$ cat config.mk
export PLATFORM = sky130hd
export DESIGN_NAME = fasta_iupac_nibble_packer_core
export DESIGN_NICKNAME = d
export VERILOG_FILES = /design/src/sv/fnp_pkg.sv /design/src/sv/fnp_decode.sv /design/src/sv/fnp_out_fifo.sv /design/src/sv/fasta_iupac_nibble_packer_core.sv
export SDC_FILE = /design/constraint.sdc
export NUM_CORES = 1
export LEC_CHECK = 0
export ABC_AREA = 1
export BUFFER_PORTS_ARGS = -buffer_cell sky130_fd_sc_hd__clkbuf_2
export CAP_MARGIN = 20
export CORE_ASPECT_RATIO = 1.2
export CORE_MARGIN = 1.5
export CORE_UTILIZATION = 50
export CTS_CLUSTER_SIZE = 16
export DETAILED_ROUTE_END_ITERATION = 8
export PLACE_DENSITY_LB_ADDON = 0.08
export SKIP_CTS_REPAIR_TIMING = 1
export SYNTH_ARGS = -nofsm -noshare
export SYNTH_HDL_FRONTEND = slang
export SYNTH_SLANG_ARGS = --single-unit
export TNS_END_PERCENT = 20
$ cat constraint.sdc
create_clock -name clk_i -period 3.65 [get_ports clk_i]
set_input_delay 0.1825 -clock clk_i [delete_from_list [all_inputs] [get_ports clk_i]]
set_output_delay 0.1825 -clock clk_i [all_outputs]
set_load 0.02 [all_outputs]
$ cat src/sv/fnp_pkg.sv
// Package: types, character codes and the IUPAC nibble table of the nibble packer.
package fnp_pkg;

  // Width of the running base count of an open record.
  localparam int CountBits = 32;
  // Result queue depth; a power of two so the pointers wrap on their own.
  localparam int FifoDepth = 4;
  localparam int FifoPtrBits = $clog2(FifoDepth);
  localparam int FifoCntBits = $clog2(FifoDepth + 1);

  localparam logic [7:0] ChNewline = 8'h0A;
  localparam logic [7:0] ChCr      = 8'h0D;
  localparam logic [7:0] ChSpace   = 8'h20;
  localparam logic [7:0] ChTab     = 8'h09;
  localparam logic [7:0] ChGt      = 8'h3E;
  localparam logic [7:0] ChLowA    = 8'h61;
  localparam logic [7:0] ChLowZ    = 8'h7A;
  localparam logic [7:0] CaseShift = 8'h20;

  localparam logic [3:0] NibUnknown = 4'hF;

  typedef enum logic {
    KindData,
    KindEnd
  } kind_e;

  typedef struct packed {
    logic                 at_line_start;
    logic                 in_header_line;
    logic                 record_open;
    logic                 half_valid;
    logic [3:0]           half_nibble;
    logic [CountBits-1:0] tally;
  } state_t;

  typedef struct packed {
    kind_e       kind;
    logic [7:0]  pbyte;
    logic [31:0] bases;
    logic        last;
  } result_t;

  typedef struct packed {
    logic    valid0;
    logic    valid1;
    result_t r0;
    result_t r1;
  } emit_t;

  localparam state_t StateReset = '{
    at_line_start:  1'b1,
    in_header_line: 1'b0,
    record_open:    1'b0,
    half_valid:     1'b0,
    half_nibble:    4'h0,
    tally:          '0
  };

  localparam result_t ResIdle = '{
    kind:  KindData,
    pbyte: 8'h00,
    bases: 32'h0,
    last:  1'b0
  };

  // Case-folded IUPAC code of one text byte; anything unknown is N.
  function automatic logic [3:0] nibble_of(input logic [7:0] ch);
    logic [7:0] up;
    logic [3:0] nib;
    up = ch;
    if (ch >= ChLowA && ch <= ChLowZ) begin
      up = ch - CaseShift;
    end
    case (up)
      8'h2D:   nib = 4'h0; // -
      8'h41:   nib = 4'h1; // A
      8'h43:   nib = 4'h2; // C
      8'h47:   nib = 4'h3; // G
      8'h54:   nib = 4'h4; // T
      8'h52:   nib = 4'h5; // R
      8'h59:   nib = 4'h6; // Y
      8'h4D:   nib = 4'h7; // M
      8'h4B:   nib = 4'h8; // K
      8'h53:   nib = 4'h9; // S
      8'h57:   nib = 4'hA; // W
      8'h48:   nib = 4'hB; // H
      8'h42:   nib = 4'hC; // B
      8'h56:   nib = 4'hD; // V
      8'h44:   nib = 4'hE; // D
      default: nib = NibUnknown;
    endcase
    return nib;
  endfunction

  // Record count clamped to the 32-bit result field.
  function automatic logic [31:0] sat32(input logic [CountBits-1:0] t);
    logic [63:0] wide;
    wide = 64'(t);
    return (wide > 64'h0000_0000_FFFF_FFFF) ? 32'hFFFF_FFFF : wide[31:0];
  endfunction

endpackage

$ cat src/sv/fnp_decode.sv
// Per-byte parser step: next parser state and up to two result words.
module fnp_decode (
  input  fnp_pkg::state_t st_i,
  input  logic [7:0]      text_byte_i,
  input  logic            eoi_i,
  output fnp_pkg::state_t st_o,
  output fnp_pkg::emit_t  emit_o
);

  logic           ch_nl;
  logic           ch_ws;
  logic [3:0]     nib;
  fnp_pkg::result_t flush_res;
  fnp_pkg::result_t end_res;

  assign ch_nl = (text_byte_i == fnp_pkg::ChNewline);
  assign ch_ws = (text_byte_i == fnp_pkg::ChCr) || (text_byte_i == fnp_pkg::ChSpace) ||
                 (text_byte_i == fnp_pkg::ChTab);
  assign nib   = fnp_pkg::nibble_of(text_byte_i);

  always_comb begin
    flush_res       = fnp_pkg::ResIdle;
    flush_res.pbyte = {st_i.half_nibble, 4'h0};
    end_res         = fnp_pkg::ResIdle;
    end_res.kind    = fnp_pkg::KindEnd;
    end_res.bases   = fnp_pkg::sat32(st_i.tally);
  end

  always_comb begin
    logic close;
    close         = 1'b0;
    st_o          = st_i;
    emit_o.valid0 = 1'b0;
    emit_o.valid1 = 1'b0;
    emit_o.r0     = fnp_pkg::ResIdle;
    emit_o.r1     = fnp_pkg::ResIdle;

    if (eoi_i) begin
      close = st_i.record_open;
      st_o  = fnp_pkg::StateReset;
    end else if (st_i.in_header_line) begin
      if (ch_nl) begin
        st_o.in_header_line = 1'b0;
        st_o.at_line_start  = 1'b1;
      end
    end else if (st_i.at_line_start && text_byte_i == fnp_pkg::ChGt) begin
      close               = st_i.record_open;
      st_o.record_open    = 1'b1;
      st_o.in_header_line = 1'b1;
      st_o.at_line_start  = 1'b0;
      st_o.half_valid     = 1'b0;
      st_o.half_nibble    = 4'h0;
      st_o.tally          = '0;
    end else if (ch_nl) begin
      st_o.at_line_start = 1'b1;
    end else begin
      st_o.at_line_start = 1'b0;
      if (st_i.record_open && !ch_ws) begin
        if (st_i.tally != '1) begin
          st_o.tally = st_i.tally + 1'b1;
        end
        if (!st_i.half_valid) begin
          st_o.half_nibble = nib;
          st_o.half_valid  = 1'b1;
        end else begin
          emit_o.valid0   = 1'b1;
          emit_o.r0.pbyte = {st_i.half_nibble, nib};
          st_o.half_valid  = 1'b0;
          st_o.half_nibble = 4'h0;
        end
      end
    end

    // Closing a record flushes a pending half byte ahead of the end marker.
    if (close) begin
      if (st_i.half_valid) begin
        emit_o.valid0 = 1'b1;
        emit_o.r0     = flush_res;
        emit_o.valid1 = 1'b1;
        emit_o.r1     = end_res;
      end else begin
        emit_o.valid0 = 1'b1;
        emit_o.r0     = end_res;
      end
    end

    if (emit_o.valid1) begin
      emit_o.r1.last = 1'b1;
    end else if (emit_o.valid0) begin
      emit_o.r0.last = 1'b1;
    end
  end

endmodule

$ cat src/sv/fnp_out_fifo.sv
// Small result queue that takes up to two words per cycle and hands out one.
module fnp_out_fifo (
  input  logic                            clk_i,
  input  logic                            rst_ni,
  input  fnp_pkg::emit_t                  emit_i,
  input  logic                            pop_i,
  output fnp_pkg::result_t                head_o,
  output logic                            not_empty_o,
  output logic [fnp_pkg::FifoCntBits-1:0] count_o
);

  fnp_pkg::result_t                 mem_q [fnp_pkg::FifoDepth];
  logic [fnp_pkg::FifoPtrBits-1:0]  wr_ptr_q, wr_ptr_d;
  logic [fnp_pkg::FifoPtrBits-1:0]  rd_ptr_q, rd_ptr_d;
  logic [fnp_pkg::FifoCntBits-1:0]  count_q, count_d;
  logic [fnp_pkg::FifoPtrBits-1:0]  wr_ptr_nxt;
  logic [1:0]                       n_push;

  assign wr_ptr_nxt  = wr_ptr_q + 1'b1;
  assign n_push      = 2'(emit_i.valid0) + 2'(emit_i.valid1);
  assign wr_ptr_d    = wr_ptr_q + fnp_pkg::FifoPtrBits'(n_push);
  assign rd_ptr_d    = pop_i ? rd_ptr_q + 1'b1 : rd_ptr_q;
  assign count_d     = count_q + fnp_pkg::FifoCntBits'(n_push)
                       - fnp_pkg::FifoCntBits'(pop_i);
  assign head_o      = mem_q[rd_ptr_q];
  assign not_empty_o = (count_q != '0);
  assign count_o     = count_q;

  always_ff @(posedge clk_i or negedge rst_ni) begin
    if (!rst_ni) begin
      wr_ptr_q <= '0;
      rd_ptr_q <= '0;
      count_q  <= '0;
    end else begin
      wr_ptr_q <= wr_ptr_d;
      rd_ptr_q <= rd_ptr_d;
      count_q  <= count_d;
    end
  end

  always_ff @(posedge clk_i) begin
    if (emit_i.valid0) begin
      mem_q[wr_ptr_q] <= emit_i.r0;
    end
    if (emit_i.valid1) begin
      mem_q[wr_ptr_nxt] <= emit_i.r1;
    end
  end

endmodule

$ cat src/sv/fasta_iupac_nibble_packer_core.sv
// Top level of the FASTA to IUPAC nibble packer: input register, parser state, result queue.
//
//   channel  dir  handshake                     payload
//   s_axis   in   s_axis_tvalid/s_axis_tready   tdata = text_byte, tlast = end_of_input
//   m_axis   out  m_axis_tvalid/m_axis_tready   tdata = packed_byte, record_bases;
//                                               tuser = item_kind, tlast = last_of_run
//
// One text byte is taken per cycle while s_axis_tready is high. A byte waits in the input
// register, where the parser step runs and writes its zero to two result words into a
// four-word queue, which offers them on m_axis in order. The input register advances only
// while at most two words are queued; with a stalled master the queue stops at three or four
// words, one more byte waits in the input register and s_axis_tready drops.
// Reset clears the parser state and empties the queue.
module fasta_iupac_nibble_packer_core (
  input  logic        clk_i,
  input  logic        rst_ni,
  input  logic        s_axis_tvalid,
  output logic        s_axis_tready,
  input  logic [7:0]  s_axis_tdata,  // [7:0] text_byte
  input  logic        s_axis_tlast,  // end_of_input
  output logic        m_axis_tvalid,
  input  logic        m_axis_tready,
  output logic [39:0] m_axis_tdata,  // [7:0] packed_byte, [39:8] record_bases
  output logic        m_axis_tuser,  // item_kind
  output logic        m_axis_tlast   // last_of_run
);

  logic                            in_valid_q, in_valid_d;
  logic [7:0]                      in_byte_q;
  logic                            in_eoi_q;
  fnp_pkg::state_t                 st_q, st_d;
  fnp_pkg::emit_t                  step_emit;
  fnp_pkg::emit_t                  push;
  fnp_pkg::result_t                head;
  logic [fnp_pkg::FifoCntBits-1:0] fifo_count;
  logic                            proc;
  logic                            s_accept;
  logic                            m_pop;

  // A word is parsed only when the queue is sure to hold both of its possible results.
  assign proc          = in_valid_q &&
                         (fifo_count <= fnp_pkg::FifoCntBits'(fnp_pkg::FifoDepth - 2));
  assign s_axis_tready = !in_valid_q || proc;
  assign s_accept      = s_axis_tvalid && s_axis_tready;
  assign in_valid_d    = s_accept || (in_valid_q && !proc);
  assign m_pop         = m_axis_tvalid && m_axis_tready;

  fnp_decode u_decode (
    .st_i        (st_q),
    .text_byte_i (in_byte_q),
    .eoi_i       (in_eoi_q),
    .st_o        (st_d),
    .emit_o      (step_emit)
  );

  always_comb begin
    push        = step_emit;
    push.valid0 = step_emit.valid0 && proc;
    push.valid1 = step_emit.valid1 && proc;
  end

  fnp_out_fifo u_out_fifo (
    .clk_i       (clk_i),
    .rst_ni      (rst_ni),
    .emit_i      (push),
    .pop_i       (m_pop),
    .head_o      (head),
    .not_empty_o (m_axis_tvalid),
    .count_o     (fifo_count)
  );

  assign m_axis_tdata = {head.bases, head.pbyte};
  assign m_axis_tuser = head.kind;
  assign m_axis_tlast = head.last;

  always_ff @(posedge clk_i or negedge rst_ni) begin
    if (!rst_ni) begin
      in_valid_q <= 1'b0;
      st_q       <= fnp_pkg::StateReset;
    end else begin
      in_valid_q <= in_valid_d;
      if (proc) begin
        st_q <= st_d;
      end
    end
  end

  always_ff @(posedge clk_i) begin
    if (s_accept) begin
      in_byte_q <= s_axis_tdata;
      in_eoi_q  <= s_axis_tlast;
    end
  end

  a_fifo_bound: assert property (@(posedge clk_i) disable iff (!rst_ni)
    fifo_count <= fnp_pkg::FifoCntBits'(fnp_pkg::FifoDepth))
    else $error("result queue holds more words than its depth");

  a_end_marker: assert property (@(posedge clk_i) disable iff (!rst_ni)
    m_axis_tvalid && m_axis_tuser == fnp_pkg::KindEnd |->
      m_axis_tlast && m_axis_tdata[7:0] == 8'h00)
    else $error("record end word without last flag or with nonzero data");

  a_data_word: assert property (@(posedge clk_i) disable iff (!rst_ni)
    m_axis_tvalid && m_axis_tuser == fnp_pkg::KindData |-> m_axis_tdata[39:8] == 32'h0)
    else $error("data word carries a base count");

  a_eoi_reset: assert property (@(posedge clk_i) disable iff (!rst_ni)
    proc && in_eoi_q |=> !st_q.record_open && st_q.at_line_start && !st_q.half_valid)
    else $error("parser state not back to start after end of input");

endmodule

Yosys cells after proc, flatten, opt, wreduce, memory -nomap -nowiden --
Memories as Yosys holds them, arrays and structs flattened. Cells that the tools add are included.
Cells by class: add/subtract/negate cells 8, order comparisons 3, eq/ne operators 24, mux-type cells 39, reduce and logical (&&, ||, !) cells 24
Operators with widths (number):
- 8-bit by 7-bit == test with 1-bit output (second input constant) | 14
- 37-bit 2-to-1 mux | 3
- 86-bit 2-to-1 mux | 1
- 42-bit 2-to-1 mux | 2
- 4-bit one-hot mux with 15 select lines | 1
- 8-bit 2-to-1 mux | 7
- 40-bit 2-to-1 mux | 1
- 38-bit 2-to-1 mux | 1
- 32-bit by 1-bit adder with 32-bit output (second input constant) | 1
- 32-bit 2-to-1 mux | 1
- 32-bit inequality test (second input constant) | 1
- 8-bit by 4-bit == test with 1-bit output (second input constant) | 3
- 8-bit by 6-bit == test with 1-bit output (second input constant) | 3
- 1-bit 2-to-1 mux | 18
- 1-bit logical AND | 9
- 3-bit nonzero test | 3
- 8-bit by 7-bit >= comparator with 1-bit output (second input constant) | 1
- 8-bit by 7-bit less-or-equal comparator with 1-bit output (second input constant) | 1
- 8-bit by 6-bit subtractor with 8-bit output (second input constant) | 1
- 2-bit 2-to-1 mux | 3
- 5-bit 2-to-1 mux | 1
- 5-bit AND reduction | 1
- 2-bit by 1-bit adder with 2-bit output (second input constant) | 2
- 1-bit logical OR | 4
- other kinds (13) | 15
Word-level totals: bits in registers 57, memory bits (writable) 168, input bits 13, output and inout bits 44, word-level logic and storage cells 111, memories 1
Memories:
- u_out_fifo.mem_q | depth 4, bits a word 42, read ports 1, clocked after memory_dff 0, write ports 2, line fnp_out_fifo.sv:12 | fnp_pkg::result_t mem_q [fnp_pkg::FifoDepth];

Logic depth before layout (Yosys ltp) --
depth in word-level cells 16, gate-level depth with buffers 18, gate-level depth less buffers 17

Hierarchy --
Synthesis repeated with hierarchy kept, for this count alone.
Second synthesis, totals: cells, all modules 2008, area total of the unflattened synthesis 14536.4 um^2
Modules (own cells, without submodules):
- fnp_out_fifo | instances 1, cells each 1281, area each 9993.3 um^2, sequential area each 5220.0 um^2
- fnp_decode | instances 1, cells each 526, area each 2512.4 um^2, sequential area each 0.0 um^2
- fasta_iupac_nibble_packer_core | instances 1, cells each 201, area each 2030.7 um^2, sequential area each 1297.5 um^2

Least setup slack after synthesis --
No wires, ideal clock.
path kind register to register, start point register in_byte_q[6], end point memory u_out_fifo.mem_q[0][37] (netlist name), library setup time 0.122 ns, arrival 2.602 ns, required time 3.528 ns, slack 0.926 ns, stages on the path, launching flop included 11, cell sequence edfxtp_1 nor2_1 nand4_4 nand2_4 nand3_4 nor3_4 nand2_1 nand2_1 inv_1 nand2_1 o21ai_0
RTL lines:
- start: declaration | line fasta_iupac_nibble_packer_core.sv:29 | logic [7:0] in_byte_q;
- start signal: assignment | line fasta_iupac_nibble_packer_core.sv:90 | in_byte_q <= s_axis_tdata;
- end: declaration | line fnp_out_fifo.sv:12

Worst setup path in the final report --
start point register in_byte_q[6], end point register u_out_fifo.count_q, in the netlist u_out_fifo.count_o[2]
On the way: cells in the longest elaborated chain, start to end 15, elaborated cells between the ends (all ways) 24
RTL lines:
- 8-bit by 4-bit == test with 1-bit output or 8-bit by 6-bit == test with 1-bit output (tied branches) | line fnp_decode.sv:17 | assign ch_ws = (text_byte_i == fnp_pkg::ChCr) || (text_byte_i == fnp_pkg::ChSpace) ||
- 1-bit logical OR (2 in series) | line fnp_decode.sv:17
- 1-bit zero test | line fnp_decode.sv:58 | if (st_i.record_open && !ch_ws) begin
- 1-bit logical AND | line fnp_decode.sv:58
- 1-bit 2-to-1 mux | line fnp_decode.sv:58
- 1-bit 2-to-1 mux | line fnp_decode.sv:54 | end else if (ch_nl) begin
- 1-bit 2-to-1 mux | line fnp_decode.sv:46 | end else if (st_i.at_line_start && text_byte_i == fnp_pkg::ChGt) begin
- 1-bit 2-to-1 mux | line fnp_decode.sv:41 | end else if (st_i.in_header_line) begin
- 1-bit 2-to-1 mux | line fnp_decode.sv:38 | if (eoi_i) begin
- 86-bit 2-to-1 mux (*) | line fnp_decode.sv:75 | if (close) begin
- 1-bit logical AND | line fasta_iupac_nibble_packer_core.sv:58 | push.valid0 = step_emit.valid0 && proc;
- 1-bit by 1-bit adder with 2-bit output (*) | line fnp_out_fifo.sv:20 | assign n_push = 2'(emit_i.valid0) + 2'(emit_i.valid1);
- 3-bit by 2-bit adder with 3-bit output (*) | line fnp_out_fifo.sv:23 | assign count_d = count_q + fnp_pkg::FifoCntBits'(n_push)
- 3-bit by 1-bit subtractor with 3-bit output (*) | line fnp_out_fifo.sv:24 | - fnp_pkg::FifoCntBits'(pop_i);
- net u_out_fifo.count_d, one bit | line fnp_out_fifo.sv:15 | logic [fnp_pkg::FifoCntBits-1:0] count_q, count_d;
- end signal: assignment | line fnp_out_fifo.sv:37 | count_q <= count_d;
- end: declaration | line fnp_out_fifo.sv:15
Mark *: on every way through the listed nets, which the timed path passes. The rest lies on a longest branch. A chain may end at the register's enable or synchronous reset.

==> results by group <==
Finish
  • Final layout net count: approximately 1300
  • Total of fill cells in the finished design: roughly 2000
  • Layout area overhead: 12.6%
  • # diodes: 0
  • Final core utilization: 0.571
  • Final cell count without fillers: ~1500
  • Layout cells sized above 1: 0.129

STA
  • Max-slew violation count: 0
  • Fmax achieved: roughly 350 MHz
  • RSZ-0062 raised after global routing: no
  • Tcrit/Tclk final: 0.791
  • Clock skew after layout: around 0.014 ns
  • Worst-Margin Slew: 0.837 ns
  • Setup tns final: 0 ns
  • Clock period minus worst slack: between 2 and 3 ns
  • Final-report setup violation count: 0
  • Final hold viol count: 0
  • Rel. slew slack: 0.442

Power
  • Peak ir drop on the vdd network: between 0.0005 and 0.0006 V
  • Proportion of total power due to net switching: 0.365
  • Sequential group share of total power: 0.369
  • Cell internal pwr: between 5 and 6 mW
  • Leakage: 4.89 nW
  • Psw: 2.91 mW
  • Power Density: ~650 mW/mm^2
  • Share of power burned in the clock network: 0.311
  • Combinational fraction of design power: 0.320

Worst hold path
  • Worst hold path type: in2reg

Detailed routing
  • Post-DR vias/cell: ~5.6
  • Via count: about 8600
  • Remaining antenna violation count: 0
  • Iteration-0 DRC count of the detailed router: between 500 and 600
  • Total length of routed wires: between 20000 and 30000 microns
  • Count of TritonRoute iterations in the first routing pass: 7
  • Remaining routing DRC violations: 0
  • Routed wire per std cell: 18.5 microns

Placed design
  • Count of buffers inserted at the top-level ports: 56
  • Post-DP HPWL: ~18000 microns
  • Last weighted congestion value of the routability-driven placer: between 0.9 and 1
  • Placed instance count: around 1500

Logic synthesis
  • Number of storage elements in the synthesis netlist: about 230
  • Xor-xnor portion of the synthesized cell area: 0.0216
  • Mean Syn Cell Area: 9.15 sq um
  • Total nets after synthesis: about 1200
  • Total number of yosys warnings: 0
  • Mux share of post-synthesis cell area: 0
  • Portion of the post-synthesis area used by sequential elements: 0.567
  • Synth Area in Simple Gates: 0.215
  • Post-synthesis cell type count: 42
  • Cell area after synthesis: between 0.01 and 0.015 sq mm
  • Yosys top cell by area: sky130_fd_sc_hd__edfxtp_1
  • Post-Syn Instances: 1195
  • Synth Area in Compound Gates: 0.125
  • Area contributors post-synth: sky130_fd_sc_hd__edfxtp_1 40%, sky130_fd_sc_hd__dfrtp_1 11%, sky130_fd_sc_hd__nor2_1 6.9%
  • Adder-Cell Fraction of Synth Area: 0.0110
  • Share of Yosys cell area claimed by the top area cell type: 0.398
  • Combinational family with the most area after synthesis: simple AND/OR/NAND/NOR gates

Job
  • Maximum Capacitance Violations: 0

Global routing
  • Wire length of the first global-routing pass: roughly 45000 microns
  • Total GRT Usage: 0.258
  • Number of antenna violations at the first check in global routing: 0
  • Largest net degree at the start of global routing: a little over 50
  • Via count of the first global-routing pass: between 8000 and 9000
  • Remaining global-route overflow: 0

Critical path
  • Worst path arrival time: around 3.3 ns
  • Crit path required time: slightly above 4 ns
  • Slowest CP cell: sky130_fd_sc_hd__edfxtp_1
  • Worst setup EP type: register
  • Worst Setup Path Type: reg2reg
  • Highest fanout seen on the critical path: 9
  • Cell occurring most often along the worst timing path: sky130_fd_sc_hd__ha_1
  • CP cell instances: nor2_1 > nand4_4 > nand2_4 > nand3_4 > nor3_4 > ha_1 > inv_1 > ha_1 > fa_1 > xnor2_1 > xor2_1
  • Crit-path max cell delay: between 0.4 and 0.5 ns
  • Worst setup SP type: register

Floorplan
  • I/O pins: 57
  • Vertical die dimension: roughly 160 microns
  • Rows: about 60
  • Area enclosed by the die boundary: approximately 0.023 sq mm
  • Initial standard-cell utilization of the core: 0.507
  • Core ar.: 0.0216 sq mm
  • Chip Width: about 140 microns

CTS
  • Clock input transition at the sequential cells of the worst setup and hold paths: about 0.06 ns
  • Clk buf depth: 3
  • Number of buffers created by CTS: 23
  • Clock tree from TritonCTS: built
  • Sink count of the clock tree: roughly 230
  • Buffer type at the clock tree root: sky130_fd_sc_hd__clkbuf_16
  • H-tree levels: 1
  • Clock network latency to the later pin of the worst-skew pair: about 0.52 ns

Outcome
  • Run status: completed
-- worst paths after layout --
kind                            slack (ns)                    start  cells past startpoint                       to
min in group asynchronous             0.18                   rst_ni                      2                 st_q[20]
worst min register to register        0.45  u_out_fifo.mem_q[2][33]                      2  u_out_fifo.mem_q[2][33]
worst max-delay path                  0.76             in_byte_q[6]                     11    u_out_fifo.count_o[2]
worst min-delay path                  0.09            m_axis_tready                      3   u_out_fifo.rd_ptr_q[0]
max in group asynchronous             2.60                   rst_ni                      3   u_out_fifo.rd_ptr_q[0]
worst max register to register        0.76             in_byte_q[6]                     11    u_out_fifo.count_o[2]
-- stage by stage --
stage | hold WS, ns | cell area [sq um] | setup slack, ns | power, mW
6_report | 0.0878 | 12300 | 0.763 | 7.98
2_1_floorplan | -0.113 | 10900 | 0.926 | 4.71
5_1_grt | 0.107 | 12300 | 0.540 | 8.42
4_1_cts | -0.367 | 12200 | 0.744 | 8.06
3_5_place_dp | 0.183 | 11400 | 0.768 | 5.57
3_3_place_gp | 0.189 | 11400 | 0.832 | 5.54
-- flip-flops by register name, summed over array words and instances, names as in the netlist --
register             count
in_eoi_q                 1
u_out_fifo.count_o       3
in_byte_q                8
u_out_fifo.rd_ptr_q      2
u_out_fifo.wr_ptr_q      2
st_q                    40
u_out_fifo.mem_q       168
in_valid_q               1
-- layout make-up --
cell class                      instances  area, sq um  share of cell area
Clock buffer                           30          632              0.0514
Multi-Input combinational cell        823         4070               0.330
Inverter                               91          349              0.0284
Timing Repair Buffer                   87          553              0.0450
Clock inverter                         12          161              0.0131
Sequential cell                       225         6200               0.504
Tap cell                              274          343              0.0279
-- cells in the final DEF, fill, tap and decap left out, types with 7 or more instances in the layout --
cell / n
sky130_fd_sc_hd__a21oi_1: 71
sky130_fd_sc_hd__buf_4: 19
sky130_fd_sc_hd__clkbuf_16: 23
sky130_fd_sc_hd__clkbuf_2: 56
sky130_fd_sc_hd__clkinv_1: 7
sky130_fd_sc_hd__dfrtp_1: 46
sky130_fd_sc_hd__dfxtp_1: 32
sky130_fd_sc_hd__dlygate4sd3_1: 11
sky130_fd_sc_hd__edfxtp_1: 145
sky130_fd_sc_hd__ha_1: 8
sky130_fd_sc_hd__inv_1: 74
sky130_fd_sc_hd__inv_2: 11
sky130_fd_sc_hd__nand2_1: 178
sky130_fd_sc_hd__nand2_2: 8
sky130_fd_sc_hd__nand3_1: 51
sky130_fd_sc_hd__nand4_1: 12
sky130_fd_sc_hd__nor2_1: 200
sky130_fd_sc_hd__nor2_2: 14
sky130_fd_sc_hd__nor3_1: 38
sky130_fd_sc_hd__o21ai_0: 139
sky130_fd_sc_hd__o21ai_1: 7
sky130_fd_sc_hd__o22ai_1: 42
sky130_fd_sc_hd__xor2_1: 25
-- power by group through the flow --
| stage | sequential (mW) | clock, mW | combinational (mW) |
|---|---|---|---|
| 6_report | 2.95 | 2.48 | 2.55 |
| 5_1_grt | 2.96 | 2.60 | 2.86 |
| 4_1_cts | 2.94 | 2.53 | 2.59 |
| 3_5_place_dp | 3.00 | 0 | 2.58 |
| 3_3_place_gp | 2.99 | 0 | 2.55 |
| 2_1_floorplan | 2.93 | 0 | 1.78 |
-- kinds of logic after synthesis --
group / Yosys count
DFF: 225
adders and majority gates: 9
buffers and inverters: 147
AOI/OAI and AO/OA: 261
xor gates and xnor gates: 27
and+or+nand+nor: 526
-- worst max-delay path, delay by kind of cell, from the launching register on --
family	cells	cell delay [ns]
XOR/XNOR	2	0.36
adder cells (fa/ha/maj)	3	0.98
buffers and inverters	1	0.06
flip-flops	1	0.44
AND/OR/NAND/NOR	5	0.97
-- synth_stat cells (all sizes together) --
master  number
dfstp        1
clkinv       3
dfxtp       32
a21oi       71
ha           8
a21boi       1
and3         1
nor2       215
nor4         7
fa           1
clkbuf      36
nand4       13
dfrtp       47
o22ai       42
xor2        25
o31ai        1
nand3b       1
nor3b        2
nand3       54
inv         88
xnor2        2
nor3        41
buf         20
nand2      192
o21ai      146
edfxtp     145
-- layer usage --
metal  GRT usage  share of wire  vias up  wire length, microns
li1            -              -     4189                     -
met1       0.316           0.41     4172                 11800
met2       0.472           0.52      206                 14900
met3      0.0279          0.039       53                  1100
met4      0.0852          0.026        0                   749
met5           0              0        -                     0
Power figures use the tool's default switching activity.
